**src/rtl/spimf_pkg.sv**
```systemverilog
// Package with register offsets, field widths and action codes for the SPI master.
`default_nettype none
package spimf_pkg;
   localparam int FIFO_DEPTH_DEF     = 16;
   localparam int MAX_WORD_BITS_DEF  = 16;
   localparam int CS_CTRL_OFFSET_DEF = 548;

   localparam logic [1:0] ACT_TICK  = 2'd0;
   localparam logic [1:0] ACT_READ  = 2'd1;
   localparam logic [1:0] ACT_WRITE = 2'd2;

   localparam logic [9:0] OFF_CTRL0  = 10'h000;
   localparam logic [9:0] OFF_CTRL1  = 10'h004;
   localparam logic [9:0] OFF_STATUS = 10'h008;
   localparam logic [9:0] OFF_DATA   = 10'h010;

   typedef struct packed {
      logic [1:0]  action;
      logic [9:0]  reg_offset;
      logic [31:0] write_data;
      logic        miso;
   } req_type;

   typedef struct packed {
      logic [31:0] read_data;
      logic        sclk;
      logic        mosi;
      logic        cs_n;
      logic        irq;
   } rsp_type;
endpackage
`default_nettype wire

```
**src/rtl/spimf_fifo.sv**
```systemverilog
// Circular FIFO with count, one push and one pop per cycle.
`default_nettype none
module spimf_fifo #(
   parameter int DEPTH = 16,
   parameter int WIDTH = 16
) (
   input  wire logic             clock,
   input  wire logic             reset,
   input  wire logic             push,
   input  wire logic [WIDTH-1:0] push_data,
   input  wire logic             pop,
   output logic      [WIDTH-1:0] head,
   output logic [$clog2(DEPTH+1)-1:0] count
);
   localparam int PW = $clog2(DEPTH);
   localparam int CW = $clog2(DEPTH+1);
   logic [WIDTH-1:0] mem [DEPTH];
   logic [PW-1:0] rd_ff, rd_in, wr_ff, wr_in;
   logic [CW-1:0] cnt_ff, cnt_in;

   function automatic logic [PW-1:0] nxt(input logic [PW-1:0] p);
      nxt = (p == PW'(DEPTH-1)) ? '0 : p + PW'(1);
   endfunction

   always_comb begin
      rd_in  = pop ? nxt(rd_ff) : rd_ff;
      wr_in  = push ? nxt(wr_ff) : wr_ff;
      cnt_in = cnt_ff + CW'(push) - CW'(pop);
   end

   always_ff @(posedge clock) begin
      if (reset) begin
         rd_ff  <= '0;
         wr_ff  <= '0;
         cnt_ff <= '0;
      end else begin
         rd_ff  <= rd_in;
         wr_ff  <= wr_in;
         cnt_ff <= cnt_in;
      end
   end

   always_ff @(posedge clock) begin
      if (push) begin
         mem[wr_ff] <= push_data;
      end
   end

   assign head  = mem[rd_ff];
   assign count = cnt_ff;
endmodule
`default_nettype wire

```
**src/rtl/spi_master_with_fifos_core.sv**
```systemverilog
// Top level: request register, SPI register map, shifter, FIFOs and response register.
// An accepted request waits in the request register, then its response is registered.
// Throughput: one request per cycle; the request register takes the next
// request while the current response waits, stalling only when both are full.
// Reset (synchronous, active high) clears control fields, empties both FIFOs,
// stops the shifter and sets chip select to software mode, level high.
`default_nettype none
module spi_master_with_fifos_core
   import spimf_pkg::*;
#(
   parameter int FIFO_DEPTH     = FIFO_DEPTH_DEF,
   parameter int MAX_WORD_BITS  = MAX_WORD_BITS_DEF,
   parameter int CS_CTRL_OFFSET = CS_CTRL_OFFSET_DEF
) (
   input  wire logic        clock,
   input  wire logic        reset,
   input  wire logic        req_tvalid,
   output logic             req_tready,
   // [1:0] action, [11:2] reg_offset, [43:12] write_data, [44] miso, zero pad
   input  wire logic [47:0] req_tdata,
   output logic             rsp_tvalid,
   input  wire logic        rsp_tready,
   // [31:0] read_data, [32] sclk, [33] mosi, [34] cs_n, [35] irq, zero pad
   output logic      [39:0] rsp_tdata
);
   localparam int CW = $clog2(FIFO_DEPTH+1);
   localparam int WB = MAX_WORD_BITS;
   localparam int BW = $clog2(MAX_WORD_BITS+1);
   localparam int SW = $clog2(MAX_WORD_BITS);
   localparam logic [9:0] OFF_CS = 10'(CS_CTRL_OFFSET) & 10'h3fc;

   logic        in_v_ff;
   logic [1:0]  act_ff;
   logic [9:0]  off_ff;
   logic [31:0] wd_ff;
   logic        miso_ff;
   logic        out_v_ff;
   rsp_type     out_ff, out_in;
   logic        advance;

   logic [11:0] div_ff;
   logic        en_ff;
   logic [3:0]  wbm_ff;
   logic [1:0]  ff_ff;
   logic [2:0]  ien_ff;
   logic [7:0]  thr_ff;
   logic [1:0]  cm_ff;
   logic [1:0]  cs_ff;
   logic [WB-1:0] sh_ff;
   logic [BW-1:0] bl_ff;
   logic [11:0] tc_ff;

   logic [11:0] div_in;
   logic        en_in;
   logic [3:0]  wbm_in;
   logic [1:0]  ff_in;
   logic [2:0]  ien_in;
   logic [7:0]  thr_in;
   logic [1:0]  cm_in;
   logic [1:0]  cs_in;
   logic [WB-1:0] sh_in;
   logic [BW-1:0] bl_in;
   logic [11:0] tc_in;

   logic          tx_push, tx_pop, rx_push, rx_pop;
   logic [WB-1:0] tx_head, rx_head, rx_wdata;
   logic [CW-1:0] tx_cnt, rx_cnt, tx_cnt2, rx_cnt2;
   logic [31:0]   rd;

   assign advance    = in_v_ff && (!out_v_ff || rsp_tready);
   assign req_tready = !in_v_ff || advance;
   assign rsp_tvalid = out_v_ff;
   assign rsp_tdata  = {4'd0, out_ff.irq, out_ff.cs_n, out_ff.mosi, out_ff.sclk,
                        out_ff.read_data};

   always_ff @(posedge clock) begin
      if (reset) begin
         in_v_ff  <= 1'b0;
         out_v_ff <= 1'b0;
      end else begin
         if (req_tready) begin
            in_v_ff <= req_tvalid;
         end
         if (advance) begin
            out_v_ff <= 1'b1;
         end else if (rsp_tready) begin
            out_v_ff <= 1'b0;
         end
      end
   end

   always_ff @(posedge clock) begin
      if (req_tready && req_tvalid) begin
         act_ff  <= req_tdata[1:0];
         off_ff  <= req_tdata[11:2] & 10'h3fc;
         wd_ff   <= req_tdata[43:12];
         miso_ff <= req_tdata[44];
      end
      if (advance) begin
         out_ff <= out_in;
      end
   end

   spimf_fifo #(.DEPTH(FIFO_DEPTH), .WIDTH(WB)) u_tx (
      .clock(clock), .reset(reset), .push(tx_push & advance), .push_data(wd_ff[WB-1:0]),
      .pop(tx_pop & advance), .head(tx_head), .count(tx_cnt)
   );
   spimf_fifo #(.DEPTH(FIFO_DEPTH), .WIDTH(WB)) u_rx (
      .clock(clock), .reset(reset), .push(rx_push & advance), .push_data(rx_wdata),
      .pop(rx_pop & advance), .head(rx_head), .count(rx_cnt)
   );

   always_comb begin
      logic [BW-1:0] n;
      logic [5:0]    nw;
      logic [SW-1:0] pos;
      logic [12:0]   p;
      logic          lead, busy, tsv, rsv;
      div_in = div_ff; en_in = en_ff; wbm_in = wbm_ff; ff_in = ff_ff;
      ien_in = ien_ff; thr_in = thr_ff; cm_in = cm_ff; cs_in = cs_ff;
      sh_in = sh_ff; bl_in = bl_ff; tc_in = tc_ff;
      tx_push = 1'b0; tx_pop = 1'b0; rx_push = 1'b0; rx_pop = 1'b0;
      rx_wdata = sh_ff;
      rd = '0;
      nw = 6'(wbm_ff) + 6'd1;
      n = (nw > 6'(WB)) ? BW'(WB) : BW'(nw);
      pos = '0;
      p = '0;
      lead = 1'b0;
      case (act_ff)
         ACT_TICK: begin
            if (en_ff) begin
               if (bl_ff != '0) begin
                  if (tc_ff >= div_ff) begin
                     pos = SW'(bl_ff - BW'(1));
                     sh_in[pos] = miso_ff;
                     bl_in = bl_ff - BW'(1);
                     tc_in = '0;
                     rx_wdata = sh_in;
                     if (bl_in == '0 && rx_cnt < CW'(FIFO_DEPTH)) begin
                        rx_push = 1'b1;
                     end
                  end else begin
                     tc_in = tc_ff + 12'd1;
                  end
               end
               if (bl_in == '0 && tx_cnt != '0) begin
                  tx_pop = 1'b1;
                  for (int i = 0; i < WB; i++) begin
                     sh_in[i] = tx_head[i] & (BW'(i) < n);
                  end
                  bl_in = n;
                  tc_in = '0;
               end
            end
         end
         ACT_READ: begin
            busy = bl_ff != '0 || (en_ff && tx_cnt != '0);
            tsv = en_ff && 32'(tx_cnt) <= 32'(thr_ff[3:0]);
            rsv = en_ff && 32'(rx_cnt) > 32'(thr_ff[7:4]);
            if (off_ff == OFF_CTRL0) begin
               rd = {12'd0, div_ff, en_ff, 1'b0, ff_ff, wbm_ff};
            end else if (off_ff == OFF_CTRL1) begin
               rd = {12'd0, ien_ff[2], 5'd0, thr_ff[7:4], thr_ff[3:0], 1'b0,
                     cm_ff[0], cm_ff[1], 1'b0, ien_ff[1:0]};
            end else if (off_ff == OFF_STATUS) begin
               rd = {16'd0, 4'(rx_cnt), 4'(tx_cnt), 1'b0, rsv, tsv, busy,
                     rx_cnt != '0, tx_cnt < CW'(FIFO_DEPTH), 2'd0};
            end else if (off_ff == OFF_DATA) begin
               if (rx_cnt != '0) begin
                  rd = 32'(rx_head);
                  rx_pop = 1'b1;
               end
            end else if (off_ff == OFF_CS) begin
               rd = {30'd0, cs_ff};
            end
         end
         ACT_WRITE: begin
            if (off_ff == OFF_CTRL0) begin
               wbm_in = wd_ff[3:0];
               ff_in  = wd_ff[5:4];
               en_in  = wd_ff[7];
               div_in = wd_ff[19:8];
               if (!wd_ff[7]) begin
                  bl_in = '0;
                  tc_in = '0;
               end
            end else if (off_ff == OFF_CTRL1) begin
               ien_in = {wd_ff[19], wd_ff[1:0]};
               cm_in  = {wd_ff[3], wd_ff[4]};
               thr_in = {wd_ff[13:10], wd_ff[9:6]};
            end else if (off_ff == OFF_DATA) begin
               tx_push = tx_cnt < CW'(FIFO_DEPTH);
            end else if (off_ff == OFF_CS) begin
               cs_in = wd_ff[1:0];
            end
         end
         default: begin
         end
      endcase

      tx_cnt2 = tx_cnt + CW'(tx_push) - CW'(tx_pop);
      rx_cnt2 = rx_cnt + CW'(rx_push) - CW'(rx_pop);
      out_in.read_data = rd;
      out_in.sclk = cm_in[1];
      out_in.mosi = 1'b0;
      if (bl_in != '0) begin
         p = {1'b0, div_in} + 13'd1;
         lead = {1'b0, tc_in} < (p - (p >> 1));
         out_in.sclk = cm_in[1] ^ (cm_in[0] ? lead : !lead);
         out_in.mosi = sh_in[SW'(bl_in - BW'(1))];
      end
      busy = bl_in != '0 || (en_in && tx_cnt2 != '0);
      out_in.cs_n = cs_in[0] ? cs_in[1] : !busy;
      tsv = en_in && 32'(tx_cnt2) <= 32'(thr_in[3:0]);
      rsv = en_in && 32'(rx_cnt2) > 32'(thr_in[7:4]);
      out_in.irq = (ien_in[1] && tsv) || (ien_in[0] && rsv);
   end

   always_ff @(posedge clock) begin
      if (reset) begin
         div_ff <= '0; en_ff <= 1'b0; wbm_ff <= '0; ff_ff <= '0;
         ien_ff <= '0; thr_ff <= '0; cm_ff <= '0; cs_ff <= 2'b11;
         sh_ff <= '0; bl_ff <= '0; tc_ff <= '0;
      end else if (advance) begin
         div_ff <= div_in; en_ff <= en_in; wbm_ff <= wbm_in; ff_ff <= ff_in;
         ien_ff <= ien_in; thr_ff <= thr_in; cm_ff <= cm_in; cs_ff <= cs_in;
         sh_ff <= sh_in; bl_ff <= bl_in; tc_ff <= tc_in;
      end
   end
endmodule
`default_nettype wire

```
**config.mk**
```make
export PLATFORM = sky130hd
export DESIGN_NAME = spi_master_with_fifos_core
export DESIGN_NICKNAME = d
export VERILOG_FILES = /design/src/rtl/spimf_pkg.sv /design/src/rtl/spimf_fifo.sv /design/src/rtl/spi_master_with_fifos_core.sv
export SDC_FILE = /design/constraint.sdc
export NUM_CORES = 1
export LEC_CHECK = 0
export BUFFER_PORTS_ARGS = -buffer_cell sky130_fd_sc_hd__clkbuf_2
export CAP_MARGIN = 15
export CORE_UTILIZATION = 55
export DETAILED_ROUTE_END_ITERATION = 12
export PLACE_DENSITY = 0.72
export SYNTH_ARGS = -nofsm -noshare
export SYNTH_HDL_FRONTEND = slang
export SYNTH_SLANG_ARGS = --single-unit
```
**constraint.sdc**
```tcl
create_clock -name clock -period 6.2 [get_ports clock]
set_input_delay 1.24 -clock clock [delete_from_list [all_inputs] [get_ports clock]]
set_output_delay 1.24 -clock clock [all_outputs]
set_load 0.03 [all_outputs]
```
# After elaboration in Yosys (flattened, before gate mapping)
# Memory sizes are Yosys's and may differ from the RTL's. A register that Yosys moved wholly into a read port is not among the register bits.
# Cells that the tools add are included.
[word_totals]
reg_bits = 162
latch_bits = 0
ramBits = 512
mem_bits_ro = 0
out_inout_bits = 42
wordCells = 236
memories = 2
[mem_list]
columns = ["memory", "depth", "width", "read_ports", "rd_ports_with_merged_regs", "write_ports", "line_no", "rtl"]
rows = [
  ["u_rx.mem", 16, 16, 1, 1, 1, "spimf_fifo.sv:17", "logic [WIDTH-1:0] mem [DEPTH];"],
  ["u_tx.mem", 16, 16, 1, 1, 1, "spimf_fifo.sv:17", ""],
]
[op_classes]
n_addsub = 18
multipliers = 0
div_mod_pow = 0
n_lt_le_gt_ge = 28
n_eq_ne = 10
shifts = 0
mux = 88
n_bitwise = 23
n_reduce_logical = 36
[ops]
columns = ["cell", "count"]
rows = [
  ["16-bit two-way mux", 9],
  ["12-bit two-way mux", 8],
  ["20-bit two-way mux", 3],
  ["5-bit two-way mux", 9],
  ["4-bit by 5-bit < comparator with 1-bit output, first input constant", 8],
  ["4-bit two-way mux", 8],
  ["1-bit two-way mux", 30],
  ["2-bit two-way mux", 13],
  ["5-bit nonzero test", 5],
  ["8-bit two-way mux", 3],
  ["12-bit one-hot mux with 2 select lines", 1],
  ["5-bit by 1-bit adder with 5-bit output", 4],
  ["1-bit AND", 20],
  ["3-bit by 5-bit < comparator with 1-bit output, first input constant", 4],
  ["5-bit by 1-bit subtractor with 5-bit output", 4],
  ["4-bit by 1-bit adder with 4-bit output, second input constant", 4],
  ["16-bit bitwise mux", 1],
  ["4-bit equality test, second input constant", 4],
  ["12-bit by 1-bit adder with 13-bit output, second input constant", 1],
  ["1-bit logical AND", 13],
  ["12-bit by 13-bit < comparator with 1-bit output", 1],
  ["13-bit by 12-bit subtractor with 13-bit output", 1],
  ["12-bit by 1-bit adder with 12-bit output, second input constant", 1],
  ["12-bit >= comparator", 1],
  ["other kinds (32)", 47],
]

# Logic depth before layout (Yosys ltp)
# Gate-level depths: netlist (run 1).
[logic_depth]
depth_word = 16
mapped_depth = 31
depth_no_buf = 28

# By module
# Synthesis (run 1) repeated with hierarchy kept, for this count alone.
[hier_totals]
cells_unflattened = 2081
hier_area_um2 = 30147.7
[by_module_without_submodules]
columns = ["module", "n_inst", "cells_per_inst", "area_per_inst_um2", "seq_area_each_um2"]
rows = [
  ["spimf_fifo at u_rx", 1, 496, 10563.9, 8027.7],
  ["spimf_fifo at u_tx", 1, 493, 10505.1, 8027.7],
  ["spi_master_with_fifos_core", 1, 1092, 9078.7, 3032.9],
]

# Least setup slack after synthesis (run 1)
# No wires, ideal clock.
[synth_timing]
kind = "flip-flop to flip-flop"
start = "register off_ff[8]"
end = "register out_ff (netlist bit rsp_tdata[32]), data pin"
setup_time_ps = 134
arrival_ps = 5842
required_time_ps = 6066
setup_slack_ps = 224
path_stages_with_launch = 32
n_path_buf = 3
synth_period_minus_slack_ps = 5976
path_cell_list = "edfxtp_1 or3_1 buf_4 nor4_4 and2_4 buf_2 buf_2 mux2i_1 inv_1 ha_1 and2_1 nand2_1 nor2_1 nand2_1 xor2_1 nor2_1 or2_2 inv_1 ha_1 a21oi_1 a21boi_0 o31a_1 o21ai_0 nand2b_1 xnor2_1 ha_1 nand3_1 nor2_1 a211oi_1 a21oi_1 mux2_1 and4bb_1"
[synth_lines]
columns = ["item", "line_no", "rtl"]
rows = [
  ["start, declared", "spi_master_with_fifos_core.sv:34", "logic [9:0] off_ff;"],
  ["start signal, assigned", "spi_master_with_fifos_core.sv:95", "off_ff <= req_tdata[11:2] & 10'h3fc;"],
  ["end signal, assigned", "spi_master_with_fifos_core.sv:100", "out_ff <= out_in;"],
  ["end, declared", "spi_master_with_fifos_core.sv:38", "rsp_type out_ff, out_in;"],
]

==> impl_summary.txt, run 1 <==
----------------------------------------------------
[Power]
  Net switching fraction of the power ... 21.4%
  Pwr per Cell Area ... 277 nW/µm²
  Net load switching power ... 1.99 mW
  Sequential group share of total power ... 52.8%
  Internal power component ... 7.31 mW
  Sum of internal, switching and leakage power ... 9.30 mW
  Share of power burned in the clock network ... 44.7%
  Static leakage ... 10.9 nW
  Maximum vdd drop ... 0.229 mV
  Proportion of power drawn by combinational gates ... 2.5%

[Detailed routing]
  Sum of routed wire segments on met1 ... 30700 µm
  Number of design-rule violations left by the first detailed-router iteration ... 1957
  Detailed-route wire length ... 74600 µm
  Post-detailed-route wirelength per cell ... 25.8 µm
  Post-DRT Antenna Nets ... 0
  TritonRoute pass-1 iters ... 6
  Number of DRC violations after detailed routing ... 0
  Vias per std cell ... 6.33
  Total met3 wirelength after detailed routing ... 5420 µm
  Max layer used ... met4
  Via total after detailed routing ... 18300
  Met2 routed wirelength ... 36200 µm

[Critical path]
  Startpoint types ... register
  Arrival time of the worst setup path ... 6.34 ns
  Max FO, Critical Path ... 13
  Setup crit end kind ... register
  Worst Reg2Reg Path Length in Cells ... 25
  Required time of the critical path ... 6.68 ns
  Setup Crit Path Kind ... reg -> reg

[Floorplan]
  Initial Utilization ... 55.7%
  Number of standard-cell rows in the floorplan ... 85
  Y dimension of the die ... 236 µm
  Area of the die ... 55600 µm²
  Core area ... 53900 µm²
  Die span in x ... 236 µm
  Boundary pin count ... 94

[Final layout]
  Layout area overhead ... 11.5%
  Final non-filler cell total ... 2896
  Post-layout nets ... 2289
  Fraction of layout cells with a size suffix above 1 ... 19.5%
  Final std cell area, no fill ... 33500 µm²
  Core occupancy in the finished layout ... 62.2%
  Filler cell count ... 3897

[Placed design]
  Placed Instance Area ... 31200 µm²
  DP HPWL ... 45800 µm
  Total instance count after detailed placement ... 2768
  Port buffer count ... 60
  Post-Place Worst Slack ... 0.0720 ns
  Global placement routability congestion ... 0.963

[Clocking]
  Clock latency on the worst-skew pair ... 0.63 ns
  Maximum level of the CTS H-tree ... 3
  Clock sink count ... 670
  Root buffer cell ... sky130_fd_sc_hd__clkbuf_16
  Deepest clock path buffer count ... 3
  Clock-pin slew on the worst setup and hold paths ... 0.06 ns
  CTS tree ... done
  Number of buffers created by CTS ... 69
  Buffers inserted during post-CTS setup optimization ... 0

[Synth]
  Most common flop cell mapped by yosys ... sky130_fd_sc_hd__edfxtp_1
  Count of flip-flops with a built-in enable after synthesis ... 567
  Proportion of netlist area held by the largest area contributor ... 56.6%
  Fraction of the mapped netlist area in compound gates ... 6.85%
  Basic-gate share of the synthesized area counting and, or, nand and nor cells ... 8.16%
  Yosys synthesis warning count ... 0
  Post-Synth Adder-Cell Area ... 4.05%
  Largest family of logic cells by synthesized area ... multiplexers
  Cell accounting for the most synthesized area ... sky130_fd_sc_hd__edfxtp_1
  Fraction of registers with async set/reset ... 0%
  Synthesized instance count ... 2054
  Count of different cell masters after synthesis ... 82
  Number of storage elements in the synthesis netlist ... 670
  Proportion of synthesized chip area in sequential cells ... 63.5%
  Post-Syn Area per Cell ... 14.6 µm²
  Ranking of synthesized cells by area ... sky130_fd_sc_hd__edfxtp_1 (57%), sky130_fd_sc_hd__mux4_2 (11%), sky130_fd_sc_hd__dfxtp_1 (6.9%)
  Xor/xnor cell area share of the yosys netlist ... 1.33%
  Cell area after technology mapping ... 30100 µm²
  Mux share of post-synthesis cell area ... 13.6%

[STA]
  Rel. slew slack ... 20.5%
  Pins over their slew limit ... 0
  Clock period minus final worst setup slack ... 5.87 ns
  Transition at the pin with the smallest max-transition slack ... 1.19 ns
  Post-route fraction of the period consumed by the critical path ... 94.6%
  FMAX ... 170 MHz
  Final-report setup violation count ... 0
  Final hold slack ... 0.461 ns
  Setup total negative slack ... 0 ns
  Number of hold violations in the final report ... 0
  Worst-case setup margin in the final layout ... 0.334 ns
  Worst clock skew ... 0.0274 ns
  Unrepaired setup endpoints after global routing ... no

[Worst hold path]
  Worst min-delay path class ... reg -> reg
  Hold Path Depth ... 2

[GRT]
  Largest net degree at the start of global routing ... 96
  Antenna violations before repair ... 1
  Wire length of the first global-routing pass ... 112000 µm
  Via count of the first global-routing pass ... 18200
  Total grt overflow ... 0
  Overall global routing resource usage ... 27.2%

[Job]
  Number of maximum-capacitance violations ... 0

[Status]
  Result of the run ... complete, no violations

----------------------------------------------------
[layer usage]
metal	global-route usage, %	up-vias
met3	4.38	157
met2	44.4	781
met5	0	-
met4	8.97	0
li1	-	8060
met1	37.7	9325
[final timing paths]
kind,start,endpoint,slack [ns]
setup reg to reg,off_ff[5],rsp_tdata[32],0.33
setup / recovery,off_ff[5],rsp_tdata[32],0.33
hold / removal,ff_ff[0],ff_ff[0],0.46
hold reg to reg,ff_ff[0],ff_ff[0],0.46
[state kept, by name, summed over array words and instances, names as in the netlist, 5 cells and up, named ones only]
| signal | cells |
|---|---|
| u_rx.mem | 256 |
| u_tx.mem | 256 |
| rsp_tdata | 24 |
| wd_ff | 20 |
| sh_ff | 16 |
| div_ff | 12 |
| tc_ff | 12 |
| off_ff | 8 |
| thr_ff | 8 |
| bl_ff | 5 |
| u_rx.count | 5 |
| u_tx.count | 5 |
[cells in the mapped netlist, types with 8 or more instances]
cell type                  count
sky130_fd_sc_hd__a211oi_1     18
sky130_fd_sc_hd__a21o_1       13
sky130_fd_sc_hd__a21oi_1     122
sky130_fd_sc_hd__a22o_1       10
sky130_fd_sc_hd__a22oi_1      14
sky130_fd_sc_hd__a31oi_1      11
sky130_fd_sc_hd__and2_1       33
sky130_fd_sc_hd__and3_1       27
sky130_fd_sc_hd__buf_1        22
sky130_fd_sc_hd__buf_4        17
sky130_fd_sc_hd__clkbuf_1     61
sky130_fd_sc_hd__dfxtp_1     103
sky130_fd_sc_hd__edfxtp_1    567
sky130_fd_sc_hd__ha_1         90
sky130_fd_sc_hd__inv_1        71
sky130_fd_sc_hd__mux2_2       24
sky130_fd_sc_hd__mux2i_1      38
sky130_fd_sc_hd__mux4_2      152
sky130_fd_sc_hd__nand2_1     191
sky130_fd_sc_hd__nand2b_1     10
sky130_fd_sc_hd__nand3_1      29
sky130_fd_sc_hd__nor2_1      122
sky130_fd_sc_hd__nor2b_1      26
sky130_fd_sc_hd__nor3_1       35
sky130_fd_sc_hd__o21a_1        8
sky130_fd_sc_hd__o21ai_0      63
sky130_fd_sc_hd__xnor2_1      17
sky130_fd_sc_hd__xor2_1       25
[cells in the final DEF, fill, tap and decap left out, types with 6 or more instances in the layout]
cell type                     n
sky130_fd_sc_hd__nand4_1      6
sky130_fd_sc_hd__nor2_1     121
sky130_fd_sc_hd__and2_1      32
sky130_fd_sc_hd__buf_4       51
sky130_fd_sc_hd__conb_1      16
sky130_fd_sc_hd__clkinv_1     8
sky130_fd_sc_hd__a21oi_1    121
sky130_fd_sc_hd__mux4_2     152
sky130_fd_sc_hd__nand3_1     29
sky130_fd_sc_hd__nand2_1    190
sky130_fd_sc_hd__inv_1       71
sky130_fd_sc_hd__nand2b_1     9
sky130_fd_sc_hd__mux2i_1     37
sky130_fd_sc_hd__bufinv_16    6
sky130_fd_sc_hd__nor3_1      34
sky130_fd_sc_hd__clkinv_2    15
sky130_fd_sc_hd__o21a_1       8
sky130_fd_sc_hd__ha_1        90
sky130_fd_sc_hd__or2_2        7
sky130_fd_sc_hd__a31oi_1     11
sky130_fd_sc_hd__dfxtp_1     98
sky130_fd_sc_hd__clkbuf_2    59
sky130_fd_sc_hd__a21o_1      13
sky130_fd_sc_hd__mux2_2      24
sky130_fd_sc_hd__and3_1      27
sky130_fd_sc_hd__clkbuf_1    14
sky130_fd_sc_hd__edfxtp_1   567
sky130_fd_sc_hd__nor2b_1     26
sky130_fd_sc_hd__a22o_1      10
sky130_fd_sc_hd__xnor2_1     16
sky130_fd_sc_hd__or3_1        6
sky130_fd_sc_hd__a22oi_1     14
sky130_fd_sc_hd__nor4_1       6
sky130_fd_sc_hd__o21ai_0     61
sky130_fd_sc_hd__clkbuf_16   70
sky130_fd_sc_hd__a211oi_1    17
sky130_fd_sc_hd__xor2_1      25
[worst max-delay path, cell delays in order (launching register included)]
cell	delay, ns
sky130_fd_sc_hd__edfxtp_1	0.42
sky130_fd_sc_hd__or3_4	0.46
sky130_fd_sc_hd__nor4_4	0.33
sky130_fd_sc_hd__and2_4	0.26
sky130_fd_sc_hd__buf_6	0.17
sky130_fd_sc_hd__nand2_1	0.06
sky130_fd_sc_hd__nand2_1	0.11
sky130_fd_sc_hd__ha_1	0.20
sky130_fd_sc_hd__xnor2_1	0.16
sky130_fd_sc_hd__inv_1	0.07
sky130_fd_sc_hd__ha_1	0.28
sky130_fd_sc_hd__nor2b_1	0.14
sky130_fd_sc_hd__o21a_1	0.18
sky130_fd_sc_hd__o21a_1	0.19
sky130_fd_sc_hd__o21a_1	0.19
sky130_fd_sc_hd__o211ai_1	0.25
sky130_fd_sc_hd__a21boi_1	0.14
sky130_fd_sc_hd__o31a_1	0.31
sky130_fd_sc_hd__or3_1	0.32
sky130_fd_sc_hd__nand2_1	0.08
sky130_fd_sc_hd__ha_1	0.24
sky130_fd_sc_hd__a21o_1	0.17
sky130_fd_sc_hd__a211oi_2	0.31
sky130_fd_sc_hd__a21oi_1	0.13
sky130_fd_sc_hd__mux2_1	0.31
sky130_fd_sc_hd__and4bb_1	0.25
[final cells by class]
class / count / area (µm²) / share of cell area, %
sequential: 670 / 19100 / 57.0
tap: 696 / 871 / 2.60
inverter: 73 / 274 / 0.817
clock inverter: 41 / 429 / 1.28
antenna: 2 / 5.00 / 0.0149
multi-input combinational: 1218 / 10300 / 30.8
clock buffer: 85 / 1820 / 5.42
timing repair buffer: 111 / 689 / 2.06
[cell families (layout without fill, tap and decap cells)]
kind of cell | after synthesis | in the layout
flip-flops | 670 | 670
AND/OR/NAND/NOR | 520 | 520
AO/OA/AOI/OAI | 328 | 328
multiplexers | 215 | 215
buffers and inverters | 181 | 310
adder cells (fa/ha/maj) | 95 | 95
XOR/XNOR | 44 | 44
other | 1 | 18
[power by group through the flow]
stage | clock, mW | sequential, mW | combinational, mW
2_1_floorplan | 0 | 5.01 | 0.137
3_3_place_gp | 0 | 5.01 | 0.219
3_5_place_dp | 0 | 5.01 | 0.224
4_1_cts | 4.21 | 4.91 | 0.225
5_1_grt | 4.36 | 4.91 | 0.247
6_report | 4.15 | 4.91 | 0.231
[timing repair]
action | 4_1_cts | 5_1_grt
hold endpoints to repair | 0 | 0
hold buffers | 0 | 0
endpoints found under the setup margin | 0 | 1
gates resized for setup | 0 | 14
(Power assumes the default switching activity.)
==> run 2, diff against run 1 <==
CAP_MARGIN = unset   (was 15)
PLACE_DENSITY = 0.77   (was 0.72)
==> impl_summary.txt, run 2 (synthesized netlist as in run 1, its figures left out) <==
----------------------------------------------------
[Status]
  Result of the run ... complete, no violations

[Clocking]
  Number of buffers created by CTS ... 69 (unchanged)
  Quantity of hold-fixing buffers added after cts ... 0 (unchanged)
  Deepest clock path buffer count ... 3 (unchanged)
  Clock sink count ... 670 (unchanged)
  Maximum level of the CTS H-tree ... 3 (unchanged)
  Clock latency on the worst-skew pair ... 0.63 ns (about the same)
  Clock-pin slew on the worst setup and hold paths ... 0.06 ns (about the same)
  CTS tree ... done
  Root buffer cell ... sky130_fd_sc_hd__clkbuf_16

[Worst hold path]
  Worst min-delay path class ... reg -> reg

[Detailed routing]
  Post-detailed-route wirelength per cell ... 26.1 µm (+1.1%)
  Number of DRC violations after detailed routing ... 0 (unchanged)
  Number of design-rule violations left by the first detailed-router iteration ... 2246 (+15%)
  Via total after detailed routing ... 18700 (+1.9%)
  Post-DRT Antenna Nets ... 0 (unchanged)
  TritonRoute pass-1 iters ... 6 (unchanged)
  Detailed-route wire length ... 75300 µm (+0.94%)
  Vias per std cell ... 6.46 (+2.1%)

[Placed design]
  Port buffer count ... 60 (unchanged)
  Global placement routability congestion ... 0.919 (-4.6%)
  DP HPWL ... 45500 µm (-0.56%)
  Post-Place Worst Slack ... 0.100 ns (+0.0285 ns)
  Total instance count after detailed placement ... 2766 (-0.072%)

[STA]
  FMAX ... 170 MHz (about the same)
  Pins over their slew limit ... 0 (unchanged)
  Final-report setup violation count ... 0 (unchanged)
  Worst clock skew ... 0.0320 ns (+0.00459 ns)
  Setup total negative slack ... 0 ns (unchanged)
  Clock period minus final worst setup slack ... 5.87 ns (+0.00310 ns)
  Final hold slack ... 0.463 ns (+0.00221 ns)
  Number of hold violations in the final report ... 0 (unchanged)
  Rel. slew slack ... 13.2% (-7.3 points)
  Post-route fraction of the period consumed by the critical path ... 94.7% (about the same)
  Unrepaired setup endpoints after global routing ... no
  Transition at the pin with the smallest max-transition slack ... 1.30 ns (+0.109 ns)
  Worst-case setup margin in the final layout ... 0.331 ns (-0.00310 ns)

[Critical path]
  Setup crit end kind ... register
  Startpoint types ... register
  Max FO, Critical Path ... 7 (-6)
  Arrival time of the worst setup path ... 6.36 ns (+0.02 ns)
  Setup Crit Path Kind ... reg -> reg
  Required time of the critical path ... 6.69 ns (about the same)

[Floorplan]
  Core area ... 53900 µm² (unchanged)
  Y dimension of the die ... 236 µm (unchanged)
  Initial Utilization ... 55.7% (unchanged)
  Boundary pin count ... 94 (unchanged)
  Die span in x ... 236 µm (unchanged)
  Area of the die ... 55600 µm² (unchanged)
  Number of standard-cell rows in the floorplan ... 85 (unchanged)

[Power]
  Sum of internal, switching and leakage power ... 9.24 mW (-0.61%)
  Static leakage ... 10.9 nW (-0.25%)
  Maximum vdd drop ... 0.243 mV (+6.1%)
  Pwr per Cell Area ... 276 nW/µm² (-0.43%)

[GRT]
  Overall global routing resource usage ... 27.2% (-0.041 points)
  Wire length of the first global-routing pass ... 112000 µm (about the same)
  Via count of the first global-routing pass ... 18300 (+0.95%)
  Total grt overflow ... 0 (unchanged)
  Antenna violations before repair ... 0 (-1)
  Largest net degree at the start of global routing ... 96 (unchanged)

[Final layout]
  Fraction of layout cells with a size suffix above 1 ... 19.1% (-0.47 points)
  Final non-filler cell total ... 2891 (-0.17%)
  Most common library cell in the layout ignoring fill and taps ... sky130_fd_sc_hd__edfxtp_1
  Sequential standard cell area ... 19100 µm² (unchanged)
  Layout area overhead ... 11.3%
  Filler cell count ... 3771 (-3.2%)
  Commonest cells after routing, fill and taps aside ... sky130_fd_sc_hd__edfxtp_1 (567), sky130_fd_sc_hd__nand2_1 (190), sky130_fd_sc_hd__mux4_2 (152)
  Post-layout nets ... 2287 (-0.087%)
  Area of the multi-input gates ... 10300 µm² (-0.21%)

[Job]
  Number of maximum-capacitance violations ... 0 (unchanged)

----------------------------------------------------
run 2: changes by cell type in the layout (fill, tap and decap cells not counted), sizes merged:
cell / before / now
clkbuf: 144 / 162
clkinv: 25 / 14
bufinv: 6 / 2
inv: 79 / 76
buf: 52 / 50
clkinvlp: 4 / 2
diode: 2 / 1
run 2: final cells by class:
class,instances,area share (%)
clock buffer,103,6.00
multi-input combinational,1218,30.8
tap,696,2.60
inverter,73,0.819
clock inverter,21,0.666
timing repair buffer,109,2.00
sequential,670,57.1
antenna,1,0.00748
run 2: through the flow:
stage,instance area [µm²],utilization (%)
finish,33500,62.1
global route,33500,62.0
CTS,33400,62.0
detailed placement,31200,57.9
global placement,31200,57.9
floorplan,30100,-
run 2: worst max-delay path: stages (launching register included):
cell and delay [ns]:
sky130_fd_sc_hd__edfxtp_1 0.41, sky130_fd_sc_hd__or3_4 0.46, sky130_fd_sc_hd__nor4_4 0.33, sky130_fd_sc_hd__buf_4 0.25, sky130_fd_sc_hd__nand2_1 0.09, sky130_fd_sc_hd__nand2_1 0.07, sky130_fd_sc_hd__nand2_1 0.09, sky130_fd_sc_hd__ha_1 0.22
sky130_fd_sc_hd__xnor2_1 0.24, sky130_fd_sc_hd__inv_1 0.08, sky130_fd_sc_hd__ha_1 0.31, sky130_fd_sc_hd__nor2b_1 0.15, sky130_fd_sc_hd__o21a_1 0.20, sky130_fd_sc_hd__o21a_1 0.19, sky130_fd_sc_hd__o21a_1 0.20, sky130_fd_sc_hd__o211ai_1 0.22
sky130_fd_sc_hd__a21boi_1 0.15, sky130_fd_sc_hd__o31a_1 0.30, sky130_fd_sc_hd__o21ai_1 0.16, sky130_fd_sc_hd__nand2b_1 0.09, sky130_fd_sc_hd__xnor2_1 0.13, sky130_fd_sc_hd__ha_1 0.30, sky130_fd_sc_hd__nand3_1 0.11, sky130_fd_sc_hd__nor2_1 0.06
sky130_fd_sc_hd__a211oi_2 0.26, sky130_fd_sc_hd__a21oi_1 0.11, sky130_fd_sc_hd__mux2_1 0.31, sky130_fd_sc_hd__and4bb_1 0.24
run 2: power by group:
group | leakage (nW) | internal, mW | total [mW] | switching (mW)
sequential | 5.98 | 4.87 | 4.91 | 0.0385
clock | 1.09 | 2.35 | 4.10 | 1.75
combinational | 3.83 | 0.0649 | 0.230 | 0.165
run 2: routing by layer:
metal  vias to the layer above  global-route usage [%]  share of wire, %
met4                         0                    8.85               3.0
met5                         -                       0                 0
met1                      9424                    36.6                38
li1                       8056                       -                 -
met2                      1034                    45.4                49
met3                       163                    4.56               9.4
run 2: final timing paths:
path                                start            end  slack (ns)  depth (start not counted)
worst max register to register  off_ff[5]  rsp_tdata[32]        0.33                         27
worst min register to register  ien_ff[2]      ien_ff[2]        0.46                          2
worst max-delay path            off_ff[5]  rsp_tdata[32]        0.33                         27
worst min-delay path            ien_ff[2]      ien_ff[2]        0.46                          2
run 2: repair_timing:
item,in CTS,in global routing
resized for setup,0,10
setup buffers,0,0
setup endpoints to repair,0,1
==> run 3, diff against run 2 <==
CORE_UTILIZATION = 35   (was 55)
PLACE_DENSITY = 0.54   (was 0.77)
==> impl_summary.txt, run 3 (synthesized netlist as in run 1, its figures left out) <==
----------------------------------------------------
[Status]
  Result of the run ... complete, no violations

[STA]
  Transition at the pin with the smallest max-transition slack ... 1.13 ns (-0.168 ns)
  Final-report setup violation count ... 0 (unchanged)
  Clock period minus final worst setup slack ... 5.85 ns (-0.0139 ns)
  Rel. slew slack ... 24.4% (+11 points)
  Post-route fraction of the period consumed by the critical path ... 94.4% (-0.22 points)
  Pins over their slew limit ... 0 (unchanged)
  Worst-case setup margin in the final layout ... 0.345 ns (+0.0139 ns)
  FMAX ... 171 MHz (+0.24%)
  Number of hold violations in the final report ... 0 (unchanged)
  Worst clock skew ... 0.0527 ns (+0.0207 ns)

[Power]
  Static leakage ... 11.2 nW (+3.1%)
  Pwr per Cell Area ... 281 nW/µm² (+1.6%)
  Maximum vdd drop ... 0.228 mV (-6.0%)

[Worst hold path]
  Worst min-delay path class ... reg -> reg

[Floorplan]
  Boundary pin count ... 94 (unchanged)
  Initial Utilization ... 35.3% (-20 points)
  Number of standard-cell rows in the floorplan ... 107 (+26%)
  Core area ... 85100 µm² (+58%)
  Die span in x ... 295 µm (+25%)
  Area of the die ... 87100 µm² (+57%)
  Y dimension of the die ... 295 µm (+25%)

[Detailed routing]
  Post-DRT Antenna Nets ... 0 (unchanged)
  Via total after detailed routing ... 18100 (-3.0%)
  Post-detailed-route wirelength per cell ... 23.4 µm (-10%)
  Detailed-route wire length ... 79400 µm (+5.4%)
  Number of design-rule violations left by the first detailed-router iteration ... 1689 (-25%)
  TritonRoute pass-1 iters ... 8 (+2)
  Vias per std cell ... 5.35 (-17%)
  Number of DRC violations after detailed routing ... 0 (unchanged)

[Critical path]
  Origin of the worst setup path ... off_ff[5]
  Worst Reg2Reg Path Length in Cells ... 25 (-7.4%)
  Arrival time of the worst setup path ... 6.36 ns (about the same)
  Startpoint types ... register
  Setup Crit Path Kind ... reg -> reg
  Setup crit end kind ... register
  Setup crit end ... rsp_tdata[32]
  Max FO, Critical Path ... 5 (-2)
  CP max-delay cell ... sky130_fd_sc_hd__or3_4
  Register-to-register setup slack ... 0.35 ns (about the same)
  Largest incremental delay on the critical path ... 0.44 ns (-0.02 ns)
  Total buffers and inverters traversed by the critical path ... 3 (+1)
  Required time of the critical path ... 6.70 ns (about the same)
  Cell count along the critical path ... 25 (-7.4%)
  Endpoint of the lowest-slack register-to-register path ... rsp_tdata[32]
  Startpoint of the most critical register-to-register path ... off_ff[5]
  Category of cells accounting for the largest share of critical-path delay ... compound AO/OA/AOI/OAI gates

[Clocking]
  Root buffer cell ... sky130_fd_sc_hd__clkbuf_16
  Deepest clock path buffer count ... 3 (unchanged)
  Maximum level of the CTS H-tree ... 3 (unchanged)
  Clock-pin slew on the worst setup and hold paths ... 0.06 ns (about the same)
  Number of buffers created by CTS ... 75 (+8.7%)
  CTS tree ... done
  Clock sink count ... 670 (unchanged)
  Clock latency on the worst-skew pair ... 0.64 ns (about the same)

[Placed design]
  Total instance count after detailed placement ... 3244 (+17%)
  Global placement routability congestion ... 0.854 (-7.0%)
  Port buffer count ... 60 (unchanged)
  DP HPWL ... 51400 µm (+13%)
  Post-Place Worst Slack ... 0.132 ns (+0.0314 ns)

[Final layout]
  Number of diodes added for antenna fixing ... 0 (-1)
  Area of the multi-input gates ... 10300 µm² (+0.22%)
  Most common library cell in the layout ignoring fill and taps ... sky130_fd_sc_hd__edfxtp_1
  Fraction of layout cells with a size suffix above 1 ... 20.7% (+1.6 points)
  Post-layout nets ... 2327 (+1.7%)
  Final non-filler cell total ... 3387 (+17%)
  Sequential standard cell area ... 19100 µm² (about the same)
  Filler cell count ... 7931 (+110%)
  Commonest cells after routing, fill and taps aside ... sky130_fd_sc_hd__edfxtp_1 (567), sky130_fd_sc_hd__nand2_1 (191), sky130_fd_sc_hd__mux4_2 (152)
  Layout area overhead ... 15.2%

[GRT]
  Total grt overflow ... 0 (unchanged)
  Overall global routing resource usage ... 18.3% (-8.9 points)
  Largest net degree at the start of global routing ... 63 (-34%)
  Wire length of the first global-routing pass ... 117000 µm (+4.3%)
  Via count of the first global-routing pass ... 17800 (-2.8%)
  Antenna violations before repair ... 1 (+1)

[Job]
  Number of maximum-capacitance violations ... 0 (unchanged)

----------------------------------------------------
## run 3: changes by cell type in the layout (fill, tap and decap cells not counted), moves of 2 or more
| cell | before | now |
|---|---|---|
| sky130_fd_sc_hd__bufinv_16 | 2 | 10 |
| sky130_fd_sc_hd__inv_16 | 3 | 0 |
| sky130_fd_sc_hd__clkinv_8 | 2 | 0 |
| sky130_fd_sc_hd__buf_4 | 50 | 84 |
| sky130_fd_sc_hd__clkinv_2 | 8 | 12 |
| sky130_fd_sc_hd__clkbuf_16 | 71 | 76 |
| sky130_fd_sc_hd__clkbuf_8 | 11 | 0 |
| sky130_fd_sc_hd__inv_6 | 0 | 2 |
| sky130_fd_sc_hd__clkinv_1 | 4 | 16 |
| sky130_fd_sc_hd__clkbuf_1 | 21 | 16 |
| sky130_fd_sc_hd__clkinv_16 | 0 | 5 |
## run 3: worst min-delay path by stage
stage | startpoint | endpoint | slack (ns) | depth (start not counted)
4_1_cts | ff_ff[0] | ff_ff[0] | 0.46 | 2
3_5_place_dp | ff_ff[0] | ff_ff[0] | 0.45 | 2
2_1_floorplan | ff_ff[0] | ff_ff[0] | 0.43 | 2
3_3_place_gp | ien_ff[2] | ien_ff[2] | 0.45 | 2
6_report | ff_ff[0] | ff_ff[0] | 0.45 | 2
5_1_grt | ien_ff[2] | ien_ff[2] | 0.49 | 2
## run 3: routing by layer
layer	routed length, µm	vias to the layer above	track usage [%]
li1	-	8137	-
met1	35100	9284	25.1
met2	38500	576	30.1
met3	4170	122	3.07
met4	1550	2	4.40
met5	13	-	0
## run 3: worst min-delay path, cell delays in order, from the launching register on
cell and delay (ns):
sky130_fd_sc_hd__dfxtp_1 0.31, sky130_fd_sc_hd__nand2_1 0.05, sky130_fd_sc_hd__a21oi_1 0.05
## run 3: cell type report
| type | count | area share, % |
|---|---|---|
| multi-input cells | 1218 | 29.8 |
| clock inverters | 47 | 1.74 |
| inverters | 73 | 0.791 |
| clock buffers | 92 | 5.66 |
| flip-flops and latches | 670 | 55.2 |
| well taps | 1144 | 4.13 |
| repair buffers | 143 | 2.67 |
## run 3: timing repair
action                                  4_1_cts  5_1_grt
setup buffers                                 0        4
endpoints found under the setup margin        0        1
hold buffers                                  0        0
resized for setup                             0       13
## run 3: per-stage QoR
| step | utilization, % | hold slack, ns | power (mW) | setup TNS [ns] | area [µm²] |
|---|---|---|---|---|---|
| 5_1_grt | 40.7 | 0.492 | 10.0 | -0.0145 | 34600 |
| 6_report | 40.7 | 0.454 | 9.71 | 0 | 34600 |
| 3_5_place_dp | 37.6 | 0.448 | 5.24 | 0 | 32000 |
| 2_1_floorplan | - | 0.433 | 5.15 | 0 | 30100 |
| 4_1_cts | 40.6 | 0.455 | 9.80 | 0 | 34600 |
| 3_3_place_gp | 37.6 | 0.446 | 5.23 | 0 | 32000 |
## run 3: power breakdown
| part | total (mW) | switching (mW) | internal [mW] | leakage [nW] |
|---|---|---|---|---|
| Sequential | 4.91 | 0.0397 | 4.87 | 5.99 |
| Clock | 4.56 | 1.86 | 2.70 | 1.24 |
| Combinational | 0.240 | 0.171 | 0.0690 | 4.01 |
| Total | 9.71 | 2.07 | 7.65 | 11.2 |
